$ cat config.mk
export PLATFORM = sky130hd
export DESIGN_NAME = display_frame_builder_checksum_unit
export DESIGN_NICKNAME = d
export VERILOG_FILES = /design/src/hdl/dfbc_pkg.sv /design/src/hdl/dfbc_cfg_regs.sv /design/src/hdl/dfbc_seq.sv /design/src/hdl/dfbc_out_stage.sv /design/src/hdl/display_frame_builder_checksum_unit.sv
export SDC_FILE = /design/constraint.sdc
export NUM_CORES = 1
export LEC_CHECK = 0
export ABC_AREA = 0
export BUFFER_PORTS_ARGS = -buffer_cell sky130_fd_sc_hd__buf_2
export CAP_MARGIN = 10
export CORE_UTILIZATION = 25
export DETAILED_ROUTE_END_ITERATION = 6
export HOLD_SLACK_MARGIN = 0.02
export PLACE_DENSITY = 0.4
export SLEW_MARGIN = 15
export SYNTH_ARGS = -nofsm -noshare
export SYNTH_HDL_FRONTEND = slang
export SYNTH_HIERARCHICAL = 1
export SYNTH_SLANG_ARGS = --single-unit
$ cat constraint.sdc
create_clock -name clk -period 3.5 [get_ports clk]
set_input_delay 0.525 -clock clk [delete_from_list [all_inputs] [get_ports clk]]
set_output_delay 0.525 -clock clk [all_outputs]
set_load 0.01 [all_outputs]
$ cat src/hdl/dfbc_pkg.sv
package dfbc_pkg;

  localparam int unsigned CfgIdxW = 3;

  localparam logic [CfgIdxW-1:0] REG_START   = 3'd0;
  localparam logic [CfgIdxW-1:0] REG_ADDRESS = 3'd1;
  localparam logic [CfgIdxW-1:0] REG_MODE    = 3'd2;
  localparam logic [CfgIdxW-1:0] REG_COLUMNS = 3'd3;
  localparam logic [CfgIdxW-1:0] REG_ROWS    = 3'd4;
  localparam logic [CfgIdxW-1:0] REG_STOP    = 3'd5;

  localparam logic FUNC_APPEND = 1'b0;
  localparam logic FUNC_FINISH = 1'b1;

  localparam logic [7:0] TAG_WIDTH  = 8'hd0;
  localparam logic [7:0] TAG_HEIGHT = 8'hd1;
  localparam logic [7:0] ESC_MARK   = 8'hfe;
  localparam logic [7:0] ESC_ALT    = 8'hff;
  localparam logic [7:0] ESC_LO     = 8'h00;
  localparam logic [7:0] ESC_HI     = 8'h01;
  localparam logic [7:0] TRAIL_BYTE = 8'h00;

  localparam logic [7:0] RST_START   = 8'hff;
  localparam logic [7:0] RST_ADDRESS = 8'h00;
  localparam logic [7:0] RST_MODE    = 8'ha2;
  localparam logic [7:0] RST_COLUMNS = 8'h70;
  localparam logic [7:0] RST_ROWS    = 8'h10;
  localparam logic [7:0] RST_STOP    = 8'hff;

  typedef enum logic [3:0] {
    PH_HDR0,
    PH_HDR1,
    PH_HDR2,
    PH_HDR3,
    PH_HDR4,
    PH_HDR5,
    PH_HDR6,
    PH_DATA,
    PH_SUM,
    PH_ESC,
    PH_STOP,
    PH_ZERO
  } phase_t;

  typedef struct packed {
    logic [7:0] start_byte;
    logic [7:0] display_address;
    logic [7:0] mode_byte;
    logic [7:0] column_count;
    logic [7:0] row_count;
    logic [7:0] stop_byte;
  } cfg_t;

  typedef struct packed {
    logic [7:0] data;
    logic       last;
    logic       frame_end;
  } beat_t;

endpackage

$ cat src/hdl/dfbc_cfg_regs.sv
module dfbc_cfg_regs (
  input  logic                         clk,
  input  logic                         rst,
  input  logic                         cfg_we,
  input  logic [dfbc_pkg::CfgIdxW-1:0] cfg_index,
  input  logic [7:0]                   cfg_data,
  output dfbc_pkg::cfg_t               cfg
);

  always_ff @(posedge clk) begin
    if (rst) begin
      cfg.start_byte      <= dfbc_pkg::RST_START;
      cfg.display_address <= dfbc_pkg::RST_ADDRESS;
      cfg.mode_byte       <= dfbc_pkg::RST_MODE;
      cfg.column_count    <= dfbc_pkg::RST_COLUMNS;
      cfg.row_count       <= dfbc_pkg::RST_ROWS;
      cfg.stop_byte       <= dfbc_pkg::RST_STOP;
    end else if (cfg_we) begin
      unique case (cfg_index)
        dfbc_pkg::REG_START:   cfg.start_byte      <= cfg_data;
        dfbc_pkg::REG_ADDRESS: cfg.display_address <= cfg_data;
        dfbc_pkg::REG_MODE:    cfg.mode_byte       <= cfg_data;
        dfbc_pkg::REG_COLUMNS: cfg.column_count    <= cfg_data;
        dfbc_pkg::REG_ROWS:    cfg.row_count       <= cfg_data;
        dfbc_pkg::REG_STOP:    cfg.stop_byte       <= cfg_data;
        default: ;
      endcase
    end
  end

endmodule

$ cat src/hdl/dfbc_seq.sv
module dfbc_seq (
  input  logic                clk,
  input  logic                rst,
  input  dfbc_pkg::cfg_t      cfg,
  input  logic                in_valid,
  output logic                in_ready,
  input  logic                func,
  input  logic [7:0]          payload_byte,
  output logic                beat_valid,
  input  logic                beat_ready,
  output dfbc_pkg::beat_t     beat
);

  logic             busy;
  logic             func_q;
  logic [7:0]       payload_q;
  dfbc_pkg::phase_t phase;
  dfbc_pkg::phase_t phase_next;
  dfbc_pkg::phase_t phase_first;
  logic             frame_open;
  logic             frame_open_next;
  logic [7:0]       running_sum;
  logic [7:0]       running_sum_next;
  logic             advance;
  logic             accept;
  logic             summed;
  logic             last_beat;

  assign advance    = busy && beat_ready;
  assign last_beat  = (phase == dfbc_pkg::PH_DATA) || (phase == dfbc_pkg::PH_ZERO);
  assign in_ready   = !busy || (advance && last_beat);
  assign accept     = in_valid && in_ready;
  assign beat_valid = busy;

  always_comb begin
    beat.last      = last_beat;
    beat.frame_end = (phase == dfbc_pkg::PH_ZERO);
    summed         = 1'b1;
    unique case (phase)
      dfbc_pkg::PH_HDR0: begin
        beat.data = cfg.start_byte;
        summed    = 1'b0;
      end
      dfbc_pkg::PH_HDR1: beat.data = cfg.display_address;
      dfbc_pkg::PH_HDR2: beat.data = cfg.mode_byte;
      dfbc_pkg::PH_HDR3: beat.data = dfbc_pkg::TAG_WIDTH;
      dfbc_pkg::PH_HDR4: beat.data = cfg.column_count;
      dfbc_pkg::PH_HDR5: beat.data = dfbc_pkg::TAG_HEIGHT;
      dfbc_pkg::PH_HDR6: beat.data = cfg.row_count;
      dfbc_pkg::PH_DATA: beat.data = payload_q;
      dfbc_pkg::PH_SUM: begin
        summed    = 1'b0;
        beat.data = (running_sum == dfbc_pkg::ESC_MARK || running_sum == dfbc_pkg::ESC_ALT)
                    ? dfbc_pkg::ESC_MARK : running_sum;
      end
      dfbc_pkg::PH_ESC: begin
        summed    = 1'b0;
        beat.data = (running_sum == dfbc_pkg::ESC_ALT) ? dfbc_pkg::ESC_HI : dfbc_pkg::ESC_LO;
      end
      dfbc_pkg::PH_STOP: begin
        summed    = 1'b0;
        beat.data = cfg.stop_byte;
      end
      default: begin
        summed    = 1'b0;
        beat.data = dfbc_pkg::TRAIL_BYTE;
      end
    endcase
  end

  always_comb begin
    unique case (phase)
      dfbc_pkg::PH_HDR0: phase_next = dfbc_pkg::PH_HDR1;
      dfbc_pkg::PH_HDR1: phase_next = dfbc_pkg::PH_HDR2;
      dfbc_pkg::PH_HDR2: phase_next = dfbc_pkg::PH_HDR3;
      dfbc_pkg::PH_HDR3: phase_next = dfbc_pkg::PH_HDR4;
      dfbc_pkg::PH_HDR4: phase_next = dfbc_pkg::PH_HDR5;
      dfbc_pkg::PH_HDR5: phase_next = dfbc_pkg::PH_HDR6;
      dfbc_pkg::PH_HDR6: phase_next = (func_q == dfbc_pkg::FUNC_FINISH)
                                      ? dfbc_pkg::PH_SUM : dfbc_pkg::PH_DATA;
      dfbc_pkg::PH_SUM:  phase_next = (running_sum == dfbc_pkg::ESC_MARK ||
                                       running_sum == dfbc_pkg::ESC_ALT)
                                      ? dfbc_pkg::PH_ESC : dfbc_pkg::PH_STOP;
      dfbc_pkg::PH_ESC:  phase_next = dfbc_pkg::PH_STOP;
      dfbc_pkg::PH_STOP: phase_next = dfbc_pkg::PH_ZERO;
      default:           phase_next = dfbc_pkg::PH_HDR0;
    endcase
  end

  always_comb begin
    frame_open_next  = frame_open;
    running_sum_next = running_sum;
    if (advance) begin
      if (phase == dfbc_pkg::PH_HDR6) begin
        frame_open_next = 1'b1;
      end
      if (phase == dfbc_pkg::PH_ZERO) begin
        frame_open_next  = 1'b0;
        running_sum_next = '0;
      end else if (summed) begin
        running_sum_next = running_sum + beat.data;
      end
    end
  end

  // entry phase follows the frame state left by the beat leaving this cycle
  always_comb begin
    if (!frame_open_next) begin
      phase_first = dfbc_pkg::PH_HDR0;
    end else if (func == dfbc_pkg::FUNC_FINISH) begin
      phase_first = dfbc_pkg::PH_SUM;
    end else begin
      phase_first = dfbc_pkg::PH_DATA;
    end
  end

  always_ff @(posedge clk) begin
    if (rst) begin
      busy        <= 1'b0;
      phase       <= dfbc_pkg::PH_HDR0;
      frame_open  <= 1'b0;
      running_sum <= '0;
    end else begin
      frame_open  <= frame_open_next;
      running_sum <= running_sum_next;
      if (accept) begin
        busy  <= 1'b1;
        phase <= phase_first;
      end else if (advance) begin
        if (last_beat) begin
          busy <= 1'b0;
        end else begin
          phase <= phase_next;
        end
      end
    end
  end

  always_ff @(posedge clk) begin
    if (accept) begin
      func_q    <= func;
      payload_q <= payload_byte;
    end
  end

  a_close_clears: assert property (@(posedge clk) disable iff (rst)
    advance && phase == dfbc_pkg::PH_ZERO |=> !frame_open && running_sum == '0)
    else $error("frame state not cleared after trailing byte");

  a_header_opens: assert property (@(posedge clk) disable iff (rst)
    advance && phase == dfbc_pkg::PH_HDR6 |=> frame_open)
    else $error("frame not open after header");

  a_data_in_frame: assert property (@(posedge clk) disable iff (rst)
    busy && (phase == dfbc_pkg::PH_DATA || phase == dfbc_pkg::PH_SUM) |-> frame_open)
    else $error("payload or checksum outside an open frame");

  a_esc_only_high: assert property (@(posedge clk) disable iff (rst)
    busy && phase == dfbc_pkg::PH_ESC |->
      running_sum == dfbc_pkg::ESC_MARK || running_sum == dfbc_pkg::ESC_ALT)
    else $error("escape beat for an unescaped checksum");

endmodule

$ cat src/hdl/dfbc_out_stage.sv
module dfbc_out_stage (
  input  logic            clk,
  input  logic            rst,
  input  logic            beat_valid,
  output logic            beat_ready,
  input  dfbc_pkg::beat_t beat,
  output logic            out_valid,
  input  logic            out_ready,
  output logic [7:0]      out_byte,
  output logic            run_last,
  output logic            frame_end
);

  dfbc_pkg::beat_t held;

  assign beat_ready = !out_valid || out_ready;
  assign out_byte   = held.data;
  assign run_last   = held.last;
  assign frame_end  = held.frame_end;

  always_ff @(posedge clk) begin
    if (rst) begin
      out_valid <= 1'b0;
    end else if (beat_ready) begin
      out_valid <= beat_valid;
    end
  end

  always_ff @(posedge clk) begin
    if (beat_ready && beat_valid) begin
      held <= beat;
    end
  end

  a_end_is_last: assert property (@(posedge clk) disable iff (rst)
    out_valid && frame_end |-> run_last)
    else $error("frame end beat not marked last");

  a_hold_stalled: assert property (@(posedge clk) disable iff (rst)
    out_valid && !out_ready |=> out_valid && $stable(held))
    else $error("stalled beat changed");

  a_end_trail: assert property (@(posedge clk) disable iff (rst)
    out_valid && frame_end |-> out_byte == dfbc_pkg::TRAIL_BYTE)
    else $error("frame end on a non-zero byte");

endmodule

$ cat src/hdl/display_frame_builder_checksum_unit.sv
// Path: an item's first byte passes the sequencer phase register, then the output register.
// Throughput: one frame byte per cycle while out_ready holds, through the single output byte
// register; an append into an open frame sends its data byte, a finish the checksum, escape
// byte (when needed), stop and trailing bytes, each led by the header when no frame is open.
// Reset (rst, synchronous): registers to defaults, no frame open, checksum zero, no beat held.
module display_frame_builder_checksum_unit (
  input  logic                         clk,
  input  logic                         rst,
  input  logic                         cfg_we,
  input  logic [dfbc_pkg::CfgIdxW-1:0] cfg_index,
  input  logic [7:0]                   cfg_data,
  input  logic                         in_valid,
  output logic                         in_ready,
  input  logic                         func,
  input  logic [7:0]                   payload_byte,
  output logic                         out_valid,
  input  logic                         out_ready,
  output logic [7:0]                   out_byte,
  output logic                         run_last,
  output logic                         frame_end
);

  dfbc_pkg::cfg_t  cfg;
  dfbc_pkg::beat_t beat;
  logic            beat_valid;
  logic            beat_ready;

  dfbc_cfg_regs u_cfg (
    .clk       (clk),
    .rst       (rst),
    .cfg_we    (cfg_we),
    .cfg_index (cfg_index),
    .cfg_data  (cfg_data),
    .cfg       (cfg)
  );

  dfbc_seq u_seq (
    .clk          (clk),
    .rst          (rst),
    .cfg          (cfg),
    .in_valid     (in_valid),
    .in_ready     (in_ready),
    .func         (func),
    .payload_byte (payload_byte),
    .beat_valid   (beat_valid),
    .beat_ready   (beat_ready),
    .beat         (beat)
  );

  dfbc_out_stage u_out (
    .clk        (clk),
    .rst        (rst),
    .beat_valid (beat_valid),
    .beat_ready (beat_ready),
    .beat       (beat),
    .out_valid  (out_valid),
    .out_ready  (out_ready),
    .out_byte   (out_byte),
    .run_last   (run_last),
    .frame_end  (frame_end)
  );

endmodule
Word level (Yosys, flattened, before mapping) --
Cells that the tools add are included. W data, S select, Z words.
Cells by class: $add $sub $neg 1, equality and inequality tests 19, multiplexer cells 20, reductions and logical operators 24
Operator list (count):
- $pmux W8 S11 | 1
- $pmux W4 S10 | 1
- $mux W4 | 6
- $mux W8 | 3
- $reduce_and A2 Y1 | 9
- $eq A4 B3 Y1 const B | 4
- $eq A4 B4 Y1 const B | 4
- $eq A8 B8 Y1 const B | 2
- $add A8 B8 Y8 | 1
- $eq A4 B2 Y1 const B | 2
- $mux W1 | 8
- $reduce_or A7 Y1 | 1
- $eq A3 B2 Y1 const B | 2
- $eq A3 B3 Y1 const B | 2
- $reduce_bool A2 Y1 | 3
- $eq A4 B1 Y1 const B | 1
- $logic_not A4 Y1 | 1
- $logic_or A1 B1 Y1 | 4
- $eq A3 B1 Y1 const B | 1
- $logic_and A1 B1 Y1 | 3
- $logic_not A3 Y1 | 1
- $logic_not A1 Y1 | 2
- $mux W2 | 1
- $ne A2 B1 Y1 const B | 1
Storage, ports and cells: flip-flop bits (word level) 82, input port bits 25, output and inout port bits 12, logic and storage cells 80

Longest topological paths before layout --
Gate-level depths: netlist (run 1).
depth after elaboration 8, gate-level depth with buffers 17

Cells and area by module --
Netlist (run 1), hierarchy kept.
Modules (own cells, without submodules):
- dfbc_seq | instances 1, cells an instance 244, area each 1990.7 um2
- dfbc_cfg_regs | instances 1, cells an instance 180, area each 1901.8 um2
- dfbc_out_stage | instances 1, cells an instance 15, area each 355.3 um2

Worst setup path before layout (run 1) --
No wires, ideal clock.
path type register to register, start point register u_seq.phase[2], end point register u_seq.running_sum[6], data arrival time 2829 ps, required time 3372 ps, setup slack 544 ps, cell stages (with the launch flop) 18, buffers on the path 3, clock period less this slack 2956 ps, cell sequence dfxtp_1 buf_6 buf_2 buf_2 mux2i_1 nor2_1 a21oi_1 nor2_1 nor2_1 o221ai_1 ha_1 fa_1 a21o_1 a21oi_1 o21ai_0 xor2_1 a22oi_1 nor2_1
RTL lines:
- from (decl) | RTL line dfbc_seq.sv:17 | dfbc_pkg::phase_t phase;
- from (signal assigned) | RTL line dfbc_seq.sv:120 | phase <= dfbc_pkg::PH_HDR0;
- from (signal assigned) | RTL line dfbc_seq.sv:128 | phase <= phase_first;
- from (signal assigned) | RTL line dfbc_seq.sv:133 | phase <= phase_next;
- to (signal assigned) | RTL line dfbc_seq.sv:125 | running_sum <= running_sum_next;
- to (decl) | RTL line dfbc_seq.sv:22 | logic [7:0] running_sum;

==> flow_summary_export.csv, run 1 <==
group,metric,value,unit
worst_setup_path,r2r-end,"u_seq/running_sum[6]$_SDFFE_PP0P_",
worst_setup_path,cp.arrival,3.18,ns
grt,antenna_found_initial,0,
placed_design,dp_hpwl,8.96,mm
worst_setup_path,endpoint,"u_seq/running_sum[6]$_SDFFE_PP0P_",
worst_setup_path,required,3.72,ns
logic_synthesis,synthFlopType,"dfxtp_1",
timing,fmax,0.339,GHz
grt,grtUsageMet3,0.0273,
logic_synthesis,ys_types,60,
worst_setup_path,cp_max_fo,3,
grt,grt_max_degree,82,
worst_setup_path,slowest_delay,0.52,ns
min_path,hold_class,"in -> reg",
cts,cts_resized,0,
grt,grt_pass1_wl,19.2,mm
drt,drt_wl_total,12.1,mm
placed_design,portBuffers,36,
pwr,ir_drop,0.000249,V
timing,finalHoldViolCount,0,
cts,clk_latency,0.35,ns
cts,clk_pin_slew,0.06,ns
cts,htreeDepth,3,
logic_synthesis,ys_ff_latch,82,
logic_synthesis,avgSynthCellArea,9.68,um^2
timing,rsz0062_at_grt,"false",
drt,drtIter0Drc,197,
timing,worstMarginPinSlew,0.947,ns
floorplanning,ios,37,
cts,cts.sinks,82,
final_layout,antenna_cells,0,
logic_synthesis,yosysWarnings,6,
cts,post_cts_buffers,0,
timing,hold_ws,0.349,ns
timing,slew_headroom,0.360,
floorplanning,initial_core_util,0.256,
logic_synthesis,synth_edf_count,19,
timing,setup_viol,0,
cts,ctsHoldBuffers,0,
cts,clock_path_buffers,2,
worst_setup_path,reg2reg_slack,0.55,ns
worst_setup_path,crit_chain,"mux4_2 -> nor2b_1 -> a31oi_1 -> o221ai_1 -> fa_1 -> a21o_1 -> a21oi_1 -> o21ai_0 -> xor2_1 -> a22oi_1 -> nor2_1",
logic_synthesis,synth_top_family_by_area,"simple AND/OR/NAND/NOR gates",
worst_setup_path,startpoint_type,"flip-flop",
logic_synthesis,synth_compound_area_frac,0.137,
worst_setup_path,slowest_stage,"fa_1",
run,drv_cap,0,
logic_synthesis,muxShareOfSynthArea,0.148,
logic_synthesis,syn-num-nets,472,
run_status,status,"finished clean",
grt,grt.busiest_layer,"met2",
logic_synthesis,synth_seq_area_share,0.431,
pwr,p_leak,0.00206,uW
worst_setup_path,r2r_cells,11,
final_layout,area.growth.synth_to_final,16.4,%
floorplanning,coreArea,16600,um^2
timing,min_period,2.95,ns
logic_synthesis,netlist_area,4250,um^2
floorplanning,fp-row-count,47,
grt,grt_pass1_vias,3350,
logic_synthesis,syn_inst,439,
placed_design,gp_congestion,0.845,
worst_setup_path,critPathLaunch,"u_seq/phase[1]$_SDFFE_PP0P_",
pwr,power_density,506,nW/um^2
timing,maxSlewViolCount,0,
drt,via_per_inst,4.78,
floorplanning,die_w,132,um
grt,met1_usage,0.195,
floorplanning,fp.dieH,132,um
drt,post_drt_wl_per_cell,17.4,um
grt,grt_usage,0.146,
cts,cts_tree,"done",
drt,via_count,3318,
cts,cts_root_buf,"clkbuf_16",
cts,numCtsBuffers,9,
worst_setup_path,crit_path_end_kind,"flip-flop",
final_layout,nets,502,
logic_synthesis,synthXorXnorAreaFrac,0.0144,
floorplanning,die_area,17500,um^2
worst_setup_path,rr_startpoint,"u_seq/phase[1]$_SDFFE_PP0P_",
final_layout,drive_gt1_frac,0.167,
drt,route.detailed.drc,0,
logic_synthesis,synthArstFlopShare,0,
drt,ant_nets,0,
min_path,min_from,"payload_byte[7]",
timing,fin_worst_skew,0.00855,ns
grt,met2_usage,0.229,
timing,final.setup.tns,0,ns
worst_setup_path,crit_type,"reg -> reg",
logic_synthesis,synth_adder_area_share,0.0253,
drt,drt_pre_antenna_iters,5,
logic_synthesis,synthSimpleGateAreaFrac,0.198,
grt,overflow,0,
timing,finalCritPeriodShare,0.843,
[cell usage in the layout, fill, tap and decap left out, drive strengths merged, types with 5 or more instances in the layout]
| cell type | synthesis | final |
|---|---|---|
| a21oi | 19 | 19 |
| a22oi | 12 | 12 |
| a32oi | 5 | 5 |
| buf | 21 | 48 |
| clkbuf | 8 | 15 |
| dfxtp | 63 | 63 |
| edfxtp | 19 | 19 |
| ha | 7 | 7 |
| inv | 9 | 9 |
| mux2i | 56 | 56 |
| nand2 | 15 | 15 |
| nand2b | 37 | 37 |
| nand3 | 5 | 5 |
| nor2 | 70 | 70 |
| nor2b | 5 | 5 |
| nor3 | 11 | 11 |
| o21ai | 11 | 11 |
| xnor2 | 5 | 5 |
[sequential cells by signal, summed over array words and instances, names as in the netlist]
register	flops
u_out/out_byte	8
u_out/frame_end	1
u_cfg/cfg	48
u_seq/beat_valid	1
u_seq/frame_open	1
u_seq/payload_q	8
u_seq/func_q	1
u_seq/running_sum	8
u_out/out_valid	1
u_seq/phase	4
u_out/run_last	1
[worst max-delay path: cells and delay by family (launching register included)]
family          cells  cell delay [ns]
simple gates        2             0.19
flops               1             0.38
compound gates      6             1.05
xor+xnor            1             0.16
mux                 1             0.51
fa+ha+maj           1             0.52
[logic make-up (layout without fill, tap and decap cells)]
family	Yosys count	in the layout
AO/OA/AOI/OAI	81	81
XOR/XNOR	7	7
adder cells (fa/ha/maj)	8	8
buffers and inverters	38	73
flip-flops	82	82
multiplexers	61	61
AND/OR/NAND/NOR	162	162
[cell type report]
class | count | area (um^2)
clock buffer | 15 | 290
fill | 1775 | 11600
tap | 220 | 275
sequential | 82 | 1830
clock inverter | 1 | 5.00
multi-input combinational | 319 | 2230
inverter | 9 | 33.8
timing repair buffer | 48 | 283
[report_power, final]
part	switching, uW	internal (uW)	leakage (uW)
sequential	42.5	1030	0.000694
combinational	293	199	0.00122
clock	375	567	0.000144
[how the worst min path moves through the flow]
stage	end	cells after the start
2_1_floorplan	u_cfg/cfg[30]$_SDFFE_PP0P_	2
3_3_place_gp	u_cfg/cfg[19]$_SDFFE_PP0P_	2
3_5_place_dp	u_cfg/cfg[32]$_SDFFE_PP0P_	2
4_1_cts	u_seq/payload_q[6]$_DFFE_PP_	1
5_1_grt	u_seq/payload_q[5]$_DFFE_PP_	1
6_report	u_seq/payload_q[7]$_DFFE_PP_	1
[Yosys cell counts (3+ instances only)]
cell | instances | area share
o22ai_1 | 3 | 0.0044
nor2_1 | 69 | 0.061
a32oi_1 | 4 | 0.0082
a211o_1 | 3 | 0.0062
nand3b_1 | 3 | 0.0053
xnor2_1 | 5 | 0.010
o21ai_0 | 11 | 0.013
a31oi_1 | 3 | 0.0044
nor2b_1 | 5 | 0.0074
mux2i_1 | 56 | 0.13
ha_1 | 7 | 0.021
a211oi_1 | 4 | 0.0071
a22oi_1 | 12 | 0.021
mux2_2 | 4 | 0.011
nor3_1 | 9 | 0.011
inv_1 | 8 | 0.0071
clkbuf_1 | 8 | 0.0071
nand2b_1 | 36 | 0.053
nand4_1 | 3 | 0.0044
nand2_1 | 14 | 0.012
buf_2 | 16 | 0.019
nand3_1 | 5 | 0.0059
o32ai_1 | 3 | 0.0062
a21o_1 | 3 | 0.0053
edfxtp_1 | 19 | 0.13
o221ai_1 | 4 | 0.0082
buf_6 | 4 | 0.011
a21oi_1 | 18 | 0.021
dfxtp_1 | 63 | 0.30
[per-stage QoR]
stage | instances | power [uW] | utilization | setup WS (ns) | instance area (um^2)
floorplan | 439 | 1420 | - | 0.544 | 4250
global route | 694 | 2630 | 0.298 | 0.250 | 4940
global placement | 678 | 1580 | 0.280 | 0.595 | 4650
finish | 694 | 2500 | 0.298 | 0.548 | 4940
CTS | 694 | 2530 | 0.298 | 0.531 | 4940
detailed placement | 678 | 1580 | 0.280 | 0.557 | 4650
[metal layers]
layer / part of all wire / up-vias
met4: 0.019 / 0
met3: 0.036 / 13
met2: 0.46 / 66
met1: 0.49 / 1605
met5: 0 / -
li1: - / 1634
Note: power is estimated with default switching activity, not from simulation.
==> inputs of run 2 (changes only) <==
- clock period: 3.5 -> 2.9 ns (I/O delays scaled with it)
==> run 2 against run 1 <==
  * Utilization rose by 1.9 points
  * Via count rose by 3.2%
  * Die area is the same
  * Worst setup slack worse by 0.40 ns
  * Final area grew 6.4%
  * Power increased by 27%
  * Sequential share of layout area is 2.1 points lower
  * Count of clock-buffer cells in the layout fell by 3
  * Non-clock buffer count up 37
  * Sequential cell count unchanged
  * Critical path type unchanged
  * Largest cell class unchanged
==> flow_summary_export.csv, run 2 (synthesized netlist as in run 1, its figures left out) <==
group,metric,value,unit
run_status,status,"finished clean",
timing,finalHoldViolCount,0,
grt,grt_max_degree,82,
final_layout,layout_common_cells,"69 x nor2_1, 59 x dfxtp_1, 56 x mux2i_1",
cts,clock_path_buffers,2,
floorplanning,die_area,17500,um^2
floorplanning,ios,37,
floorplanning,coreArea,16600,um^2
worst_setup_path,cp_max_fo,8,
min_path,hold_class,"in -> reg",
placed_design,dp_hpwl,9.54,mm
drt,drtIter0Drc,151,
floorplanning,initial_core_util,0.256,
drt,via_per_inst,4.69,
final_layout,multi_input_area,2260,um^2
cts,numCtsBuffers,9,
run,drv_cap,0,
cts,clk_latency,0.35,ns
timing,rsz0062_at_grt,"false",
grt,grt_usage,0.148,
floorplanning,die_w,132,um
worst_setup_path,required,3.18,ns
final_layout,largest_reg_flops,48,
final_layout,regArea,1840,um^2
timing,hold_ws,0.257,ns
worst_setup_path,cp.arrival,3.03,ns
placed_design,portBuffers,36,
drt,drt_pre_antenna_iters,4,
floorplanning,fp.dieH,132,um
pwr,ir_drop,0.000271,V
floorplanning,fp-row-count,47,
placed_design,gp_congestion,0.829,
final_layout,final_area,5260,um^2
timing,fin_worst_skew,0.0104,ns
final_layout,drive_gt1_frac,0.250,
final_layout,largest-register,"u_cfg/cfg",
placed_design,postPlaceCellArea,4930,um^2
timing,slew_headroom,0.453,
drt,ant_nets,0,
timing,min_period,2.75,ns
worst_setup_path,reg2reg_slack,0.15,ns
cts,cts_tree,"done",
drt,drt_wl_total,12.4,mm
grt,antenna_found_initial,0,
worst_setup_path,startpoint_type,"flip-flop",
final_layout,area.growth.synth_to_final,23.9,%
drt,via_count,3425,
final_layout,antenna_cells,0,
final_layout,layout_commonest_cell,"nor2_1",
drt,post_drt_wl_per_cell,17.0,um
timing,fmax,0.364,GHz
pwr,p_leak,0.00224,uW
pwr,power_density,604,nW/um^2
final_layout,n_fill_cell,1771,
grt,grt_pass1_wl,19.4,mm
drt,route.detailed.drc,0,
timing,setup_viol,0,
timing,finalCritPeriodShare,0.948,
timing,worstMarginPinSlew,0.816,ns
worst_setup_path,crit_type,"reg -> reg",
timing,maxSlewViolCount,0,
worst_setup_path,crit_path_end_kind,"flip-flop",
cts,clk_pin_slew,0.07,ns
grt,grt_pass1_vias,3443,
cts,cts.sinks,82,
cts,htreeDepth,3,
cts,cts_root_buf,"clkbuf_16",
grt,overflow,0,
timing,final.setup.tns,0,ns
final_layout,nets,539,
run 2: changes by cell type in the layout (fill, tap and decap cells not counted), moves of 2 or more:
cell	previous run	this run
clkbuf_16	11	9
o21ai_0	11	7
clkbuf_1	4	2
dfxtp_1	63	59
ha_1	7	5
dfxtp_2	0	4
buf_4	11	48
o21ai_1	0	4
run 2: power breakdown:
group | leakage [uW] | switching, uW | internal, uW
registers | 0.000695 | 45.7 | 1240
logic | 0.00140 | 390 | 346
clock network | 0.000143 | 465 | 691
total | 0.00224 | 901 | 2280
run 2: worst max-delay path, stage by stage, from the launching register on:
cell      delay (ns)
dfxtp_2         0.32
buf_4           0.13
buf_4           0.15
buf_4           0.16
nor2b_1         0.15
a211oi_1        0.26
a211o_1         0.15
nand3_2         0.14
ha_4            0.26
o211a_1         0.22
o21ai_1         0.13
a31oi_1         0.16
or3_1           0.37
nand4_1         0.09
run 2: final timing paths:
| check | from | to | cells past startpoint |
|---|---|---|---|
| max | u_seq/phase[1]$_SDFFE_PP0P_ | u_seq/running_sum[7]$_SDFFE_PP0P_ | 13 |
| min reg2reg | u_cfg/cfg[11]$_SDFFE_PP0P_ | u_cfg/cfg[11]$_SDFFE_PP0P_ | 2 |
| max reg2reg | u_seq/phase[1]$_SDFFE_PP0P_ | u_seq/running_sum[7]$_SDFFE_PP0P_ | 13 |
| min | payload_byte[0] | u_seq/payload_q[0]$_DFFE_PP_ | 1 |
run 2: layer usage:
metal / up-vias / GRT usage / wire (um)
met3: 16 / 0.0281 / 397
li1: 1711 / - / -
met2: 63 / 0.246 / 5950
met1: 1635 / 0.191 / 5870
met5: - / 0 / 0
met4: 0 / 0.0530 / 214
run 2: stage by stage:
| step | std cells | worst slack, ns | power [uW] | utilization |
|---|---|---|---|---|
| finish | 731 | 0.150 | 3180 | 0.317 |
| global route | 731 | 0.00194 | 3330 | 0.317 |
| CTS | 731 | 0.0388 | 3200 | 0.315 |
| floorplan | 439 | 0.0167 | 1720 | - |
| global placement | 715 | 0.0506 | 2040 | 0.297 |
| detailed placement | 715 | 0.0140 | 2030 | 0.297 |
run 2: layout make-up:
type                       instances  share of cell area
clock inverter                     4             0.00975
clock buffer                      12              0.0468
timing repair buffer              85               0.107
multi-input combinational        319               0.429
inverter                           9             0.00642
tap                              220              0.0523
sequential                        82               0.349
run 2: what timing repair did:
| action | CTS | global route |
|---|---|---|
| pin swaps | 0 | 5 |
| setup buffers | 0 | 0 |
| hold buffers | 0 | 0 |
| resized for setup | 1 | 12 |
| endpoints found under the setup margin | 1 | 4 |
==> inputs of run 3 (changes only) <==
- PLACE_DENSITY: 0.4 -> default
- PLACE_DENSITY_LB_ADDON: default -> 0.08
==> run 3 against run 2 <==
  * Routed wire length shrank 2.5%
  * First-iteration DRC count decreased by 26%
  * Worst hold slack gained 0.0015 ns
  * Power hardly changed
  * Non-clock buffer count is 12 lower
  * Clock skew rose by 0.00062 ns
  * Count of clock-buffer cells in the layout fell by 2
  * Highest routed layer unchanged
==> flow_summary_export.csv, run 3 (synthesized netlist as in run 1, its figures left out) <==
group,metric,value,unit
run_status,status,"finished clean",
floorplanning,coreArea,16600,um^2
floorplanning,die_w,132,um
worst_setup_path,slowest_stage,"mux4_2",
worst_setup_path,critPathBufInv,1,
cts,cts_root_buf,"clkbuf_16",
grt,antenna_found_initial,0,
timing,finalHoldViolCount,0,
timing,slew_headroom,0.485,
pwr,p_leak,0.00220,uW
cts,clk_latency,0.35,ns
placed_design,gp_congestion,0.755,
grt,grt_pass1_vias,3202,
drt,post_drt_wl_per_cell,16.9,um
final_layout,largest_reg_flops,48,
timing,setup_ws,0.141,ns
min_path,hold_class,"in -> reg",
drt,drtIter0Drc,112,
run,drv_cap,0,
drt,drt_wl_total,12.1,mm
grt,overflow,0,
timing,rsz0062_at_grt,"false",
timing,finalCritPeriodShare,0.951,
timing,maxSlewViolCount,0,
worst_setup_path,crit_path_end_kind,"flip-flop",
worst_setup_path,cp_max_fo,3,
drt,via_count,3349,
final_layout,layout_commonest_cell,"nor2_1",
worst_setup_path,required,3.18,ns
placed_design,placed_cells,701,
drt,route.detailed.drc,0,
worst_setup_path,startpoint_type,"flip-flop",
placed_design,dp_hpwl,9.24,mm
timing,final.setup.tns,0,ns
cts,htreeDepth,3,
grt,grt_max_degree,51,
final_layout,layoutNonFillerInstCount,719,
final_layout,layout_common_cells,"68 x nor2_1, 59 x dfxtp_1, 55 x mux2i_1",
timing,min_period,2.76,ns
worst_setup_path,slowest_delay,0.50,ns
final_layout,largest-register,"u_cfg/cfg",
timing,hold_ws,0.259,ns
floorplanning,fp-row-count,47,
floorplanning,die_area,17500,um^2
timing,fmax,0.362,GHz
cts,cts.sinks,82,
final_layout,area.growth.synth_to_final,22.8,%
drt,drt_pre_antenna_iters,4,
timing,worstMarginPinSlew,0.767,ns
final_layout,postLayoutCoreUtil,0.315,
pwr,power_density,609,nW/um^2
floorplanning,ios,37,
worst_setup_path,crit_type,"reg -> reg",
cts,clock_path_buffers,2,
timing,fin_worst_skew,0.0110,ns
grt,grt_pass1_wl,18.7,mm
cts,numCtsBuffers,9,
final_layout,antenna_cells,0,
placed_design,pre_cts_slack,0.00126,ns
placed_design,portBuffers,36,
floorplanning,initial_core_util,0.256,
grt,grt_usage,0.144,
final_layout,nets,527,
worst_setup_path,cp.arrival,3.04,ns
worst_setup_path,critical-path-top-delay-family,"compound AO/OA/AOI/OAI gates",
final_layout,drive_gt1_frac,0.240,
drt,via_per_inst,4.66,
timing,setup_viol,0,
worst_setup_path,path_common_cell,"a31oi_1",
cts,clk_pin_slew,0.06,ns
worst_setup_path,crit_chain,"mux4_2 -> nor2b_1 -> a31oi_1 -> o221ai_2 -> ha_1 -> a21o_1 -> o21ai_2 -> buf_4 -> a31oi_1 -> or3_1 -> nand4_1",
drt,ant_nets,0,
pwr,ir_drop,0.000279,V
cts,cts_tree,"done",
floorplanning,fp.dieH,132,um
==> run 3: cell types whose count changed in the layout (fill, tap and decap cells not counted), moves of 2 or more <==
cell / before / now
buf_12: 1 / 3
buf_4: 48 / 33
clkbuf_1: 2 / 0
clkinv_2: 1 / 3
o21ai_0: 7 / 9
o21ai_1: 4 / 1
==> run 3: worst paths after layout <==
check | cells past startpoint | start | slack, ns | to
min | 1 | payload_byte[1] | 0.26 | u_seq/payload_q[1]$_DFFE_PP_
max | 11 | u_seq/phase[1]$_SDFFE_PP0P_ | 0.14 | u_seq/running_sum[7]$_SDFFE_PP0P_
min reg2reg | 2 | u_cfg/cfg[27]$_SDFFE_PP0P_ | 0.49 | u_cfg/cfg[27]$_SDFFE_PP0P_
max reg2reg | 11 | u_seq/phase[1]$_SDFFE_PP0P_ | 0.14 | u_seq/running_sum[7]$_SDFFE_PP0P_
==> run 3: area by class of cell <==
| type | count | area (um^2) |
|---|---|---|
| Sequential cell | 82 | 1840 |
| Clock inverter | 6 | 62.6 |
| Timing Repair Buffer | 73 | 499 |
| Tap cell | 220 | 275 |
| Multi-Input combinational cell | 319 | 2260 |
| Clock buffer | 10 | 250 |
| Inverter | 9 | 33.8 |
| Fill cell | 1749 | 11400 |
==> run 3: power breakdown <==
group          total [uW]  switching (uW)  internal (uW)
clock network        1190             475            719
registers            1280            42.6           1240
logic                 702             380            322
==> run 3: worst reg2reg max path: stages (launching register included) <==
cell and delay, ns:
dfxtp_2 0.35, mux4_2 0.50, nor2b_1 0.15, a31oi_1 0.19, o221ai_2 0.20, ha_1 0.31, a21o_1 0.19, o21ai_2 0.11
buf_4 0.12, a31oi_1 0.10, or3_1 0.38, nand4_1 0.09
==> run 3: repair_timing <==
action / 4_1_cts / 5_1_grt
hold buffers: 0 / 0
gates resized for setup: 2 / 13
endpoints found under the setup margin: 1 / 4
pin swaps: 0 / 5
cloned: 0 / 0
setup buffers: 0 / 2
==> run 3: metrics by stage <==
stage	power, uW	cell area (um^2)
2_1_floorplan	1720	4250
5_1_grt	3340	5220
3_3_place_gp	1990	4850
3_5_place_dp	1990	4850
4_1_cts	3210	5170
6_report	3180	5220
==> run 3: metal layers <==
layer | global-route usage | part of all wire
met4 | 0.0536 | 0.014
met1 | 0.192 | 0.50
met5 | 0 | 0
met3 | 0.0300 | 0.023
met2 | 0.230 | 0.46
